$ cat src/hw/rtl/fszm_pkg.sv
package fszm_pkg;

    localparam int VAL_W            = 64;
    localparam int PCT_W            = 7;
    // room for 100 * 2^64 and for 2^64 * 127
    localparam int PROD_W           = VAL_W + 8;
    localparam int NUM_VOL          = 3;
    localparam int IN_TDATA_W       = 2 * NUM_VOL * VAL_W;
    localparam int IN_TUSER_W       = 2;
    localparam int OUT_TDATA_W      = 8;
    localparam logic [PCT_W-1:0] PCT_RESET = 7'd5;
    localparam int REPORT_LIMIT_DEF = 12;

    typedef enum logic [1:0] {
        ZONE_GREEN  = 2'd0,
        ZONE_YELLOW = 2'd1,
        ZONE_RED    = 2'd2
    } t_zone;

    typedef struct packed {
        logic yel;
        logic red;
    } t_flags;

    typedef struct packed {
        logic  warn_red;
        logic  warn_yellow;
        t_zone zone;
    } t_result;

endpackage

$ cat src/hw/rtl/fszm_volume_check.sv
module fszm_volume_check (
    input  logic                          i_en,
    input  logic [fszm_pkg::VAL_W-1:0]    i_avail,
    input  logic [fszm_pkg::VAL_W-1:0]    i_total,
    input  logic [fszm_pkg::PCT_W-1:0]    i_pct,
    output fszm_pkg::t_flags              o_flags
);

    // avail < floor(total*pct/100)      <=> 100*(avail+1)        <= total*pct
    // avail < 2*floor(total*pct/100)    <=> 100*((avail>>1)+1)   <= total*pct
    logic [fszm_pkg::PROD_W-1:0] w_prod;
    logic [fszm_pkg::PROD_W-1:0] w_red_base;
    logic [fszm_pkg::PROD_W-1:0] w_yel_base;
    logic [fszm_pkg::PROD_W-1:0] w_red_lhs;
    logic [fszm_pkg::PROD_W-1:0] w_yel_lhs;

    assign w_prod     = fszm_pkg::PROD_W'(i_total) * fszm_pkg::PROD_W'(i_pct);
    assign w_red_base = fszm_pkg::PROD_W'(i_avail) + fszm_pkg::PROD_W'(1);
    assign w_yel_base = fszm_pkg::PROD_W'(i_avail >> 1) + fszm_pkg::PROD_W'(1);

    // times 100 = 64 + 32 + 4
    assign w_red_lhs = (w_red_base << 6) + (w_red_base << 5) + (w_red_base << 2);
    assign w_yel_lhs = (w_yel_base << 6) + (w_yel_base << 5) + (w_yel_base << 2);

    assign o_flags.red = i_en && (w_red_lhs <= w_prod);
    assign o_flags.yel = i_en && (w_yel_lhs <= w_prod);

endmodule

$ cat config.mk
export PLATFORM = sky130hd
export DESIGN_NAME = fszm_volume_check
export DESIGN_NICKNAME = d
export VERILOG_FILES = /design/src/hw/rtl/fszm_pkg.sv /design/src/hw/rtl/fszm_volume_check.sv
export SDC_FILE = /design/constraint.sdc
export NUM_CORES = 2
export LEC_CHECK = 0
export BUFFER_PORTS_ARGS = -buffer_cell sky130_fd_sc_hd__buf_2
export CAP_MARGIN = 20
export CORE_MARGIN = 10
export CORE_UTILIZATION = 47
export DETAILED_ROUTE_END_ITERATION = 10
export PLACE_DENSITY = 0.63
export SETUP_SLACK_MARGIN = 0.3
export SYNTH_ARGS = -nofsm -noshare
export SYNTH_HDL_FRONTEND = slang
export SYNTH_SLANG_ARGS = --single-unit
export TNS_END_PERCENT = 10
$ cat constraint.sdc
create_clock -name vclk -period 15.3
set_clock_uncertainty 0.15 [all_clocks]
set_input_delay 1.53 -clock vclk [all_inputs]
set_output_delay 1.53 -clock vclk [all_outputs]
set_load 0.02 [all_outputs]
==> flow_metrics.env <==
export IMPL_endpoint_kind="output pin"
export IMPL_slowest_delay_ps=490
export IMPL_dp_cells=4819
export IMPL_layout_commonest_cell="nand2_1"
export IMPL_layout_min_cycle_time_ps=13720
export IMPL_post_cts_buffers=0
export IMPL_diodes=0
export IMPL_grt_pass1_wl_um=152000
export IMPL_slowest_stage="a41oi_1"
export IMPL_drv_cap=0
export IMPL_ys_warn_count=0
export IMPL_cp_depth=41
export IMPL_post_dp_hpwl_um=81000
export IMPL_nFlopsAndLatches=0
export IMPL_cp_data_arrival_time_ps=12040
export IMPL_die_h_um=273
export IMPL_critPathRequiredTime_ps=13620
export IMPL_path_delay_family="compound AO/OA/AOI/OAI gates"
export IMPL_grt_start_max_net_pins=65
export IMPL_final_cell_mix="nand2_1, inv_1, ha_1"
export IMPL_drv_slew=0
export IMPL_syn_num_nets=4856
export IMPL_worst_pin_slew_ps=1050
export IMPL_setup_ws_ps=1580
export IMPL_area_delta_synth_final_pct=4.49
export IMPL_drtAntennaViolNets=0
export IMPL_rows=92
export IMPL_pwr_density_cell_mw_per_mm2=171
export IMPL_die_x_um=273
export IMPL_grt_antenna_before_repair=0
export IMPL_wire_per_inst_um=19.4
export IMPL_gr_usage_all_layers_pct=24.7
export IMPL_fin_util_pct=49.7
export IMPL_syn_inst=3940
export IMPL_first_iter_violations=1906
export IMPL_place_gp_congestion=0.975
export IMPL_tns_ps=0
export IMPL_stdcell_count=4819
export IMPL_fin_crit_sh_pct=89.7
export IMPL_post_synth_num_cell_types=85
export IMPL_hp_class="input pin to output pin"
export IMPL_regArea_um2=0
export IMPL_fmax_mhz=72.9
export IMPL_finalHoldViolations=0
export IMPL_die_area_mm2=0.0746
export IMPL_crit_end="o_flags[1]"
export IMPL_ys_seq_area_share_pct=0
export IMPL_path_class="input pin to output pin"
export IMPL_nets=4891
export IMPL_boundaryPins=138
export IMPL_critPathLaunchType="input pin"
export IMPL_worst_path_buf_inv=3
export IMPL_syn_area_mm2=0.0301
export IMPL_drc_errors=0
export IMPL_path_max_fanout=15
export IMPL_routed_wl_um=93500
export IMPL_ir_drop_uv=108
export IMPL_core_mm2=0.0633
export IMPL_initial_core_util_pct=47.6
export IMPL_rsz0062_at_grt="false"
export IMPL_post_cts_resized=0
export IMPL_drive_gt1_share_pct=4.63
export IMPL_syn_avg_cell_area_um2=7.65
export IMPL_route_vias_total=28000
export IMPL_holdBufCountCts=0
export IMPL_dr_pass1_iters=6
export IMPL_slew_limit_headroom_pct=29.2
export IMPL_finalSetupViolCount=0
export IMPL_grt_overflow_total=0
export IMPL_vias_per_cell=5.81
export IMPL_grt_pass1_vias=27400
export IMPL_pre_cts_ws_ps=1570
export IMPL_outcome="complete, no violations"
export IMPL_crit_start="i_avail[1]"
export IMPL_n_fill_cell=6495
export IMPL_clock_buffers=0
export IMPL_portBuffers=138
export IMPL_p_leak_nw=15.8
-- layer usage --
layer | track usage (%) | vias to the layer above | part of all wire [%]
met4 | 5.71 | 0 | 2.7
met2 | 39.1 | 831 | 45
met3 | 2.45 | 111 | 5.6
met1 | 35.7 | 13600 | 47
li1 | - | 13500 | -
met5 | 0 | - | 0
-- per-stage QoR --
step	area (µm²)	hold WS [ps]	total power [mW]
2_1_floorplan	30100	3050	3.91
3_3_place_gp	31500	3320	5.26
3_5_place_dp	31500	3320	5.30
4_1_cts	31500	3320	5.34
5_1_grt	31500	3330	6.10
6_report	31500	3300	5.39
-- power breakdown --
part / internal, mW / total (mW) / switching [mW]
Clock: 0 / 0 / 0
Combinational: 2.21 / 5.39 / 3.17
Sequential: 0 / 0 / 0
-- cells in the mapped netlist, types with 10 or more instances --
cell type,number,area [µm²]
buf_2,15,75.1
nand2_1,564,2120
clkbuf_1,94,353
nor3_1,70,350
or2_2,12,75.1
nor2b_1,68,425
nand2b_1,51,319
and2_1,111,694
nor2_1,193,724
o31ai_1,10,75.1
nand4_1,86,538
nor4_1,18,113
nand3_1,79,395
a21oi_1,276,1380
a211o_1,10,87.6
ha_1,409,5120
xnor2_1,230,2010
inv_1,421,1580
or3_1,16,100
a211oi_1,22,165
o21a_1,33,248
fa_1,371,7430
o21bai_1,33,248
and3_1,40,250
o211ai_1,12,90.1
a31oi_1,34,213
a21o_1,210,1580
o21ai_0,161,806
xor2_1,129,1130
-- worst min-delay path by stage --
stage,to,slack (ps),from,cells after the start
after floorplan,o_flags[0],3050,i_en,2
after global placement,o_flags[1],3320,i_en,4
after detailed placement,o_flags[0],3320,i_en,4
after CTS,o_flags[0],3320,i_en,4
after global routing,o_flags[0],3330,i_en,4
final,o_flags[0],3300,i_en,4
-- area by class of cell --
cell class / instances / area [µm²] / area share, %
Tap cell: 846 / 1060 / 3.36
Multi-Input combinational cell: 3404 / 28100 / 89.2
Timing Repair Buffer: 147 / 758 / 2.41
Inverter: 422 / 1580 / 5.03
-- cell families after synthesis --
family,synth area share (%)
AO/OA/AOI/OAI,19.4
XOR/XNOR,10.5
adder cells (fa/ha/maj),41.7
buffers and inverters,6.80
multiplexers,0.266
AND/OR/NAND/NOR,21.3
Note: power is estimated with default switching activity, not from simulation.
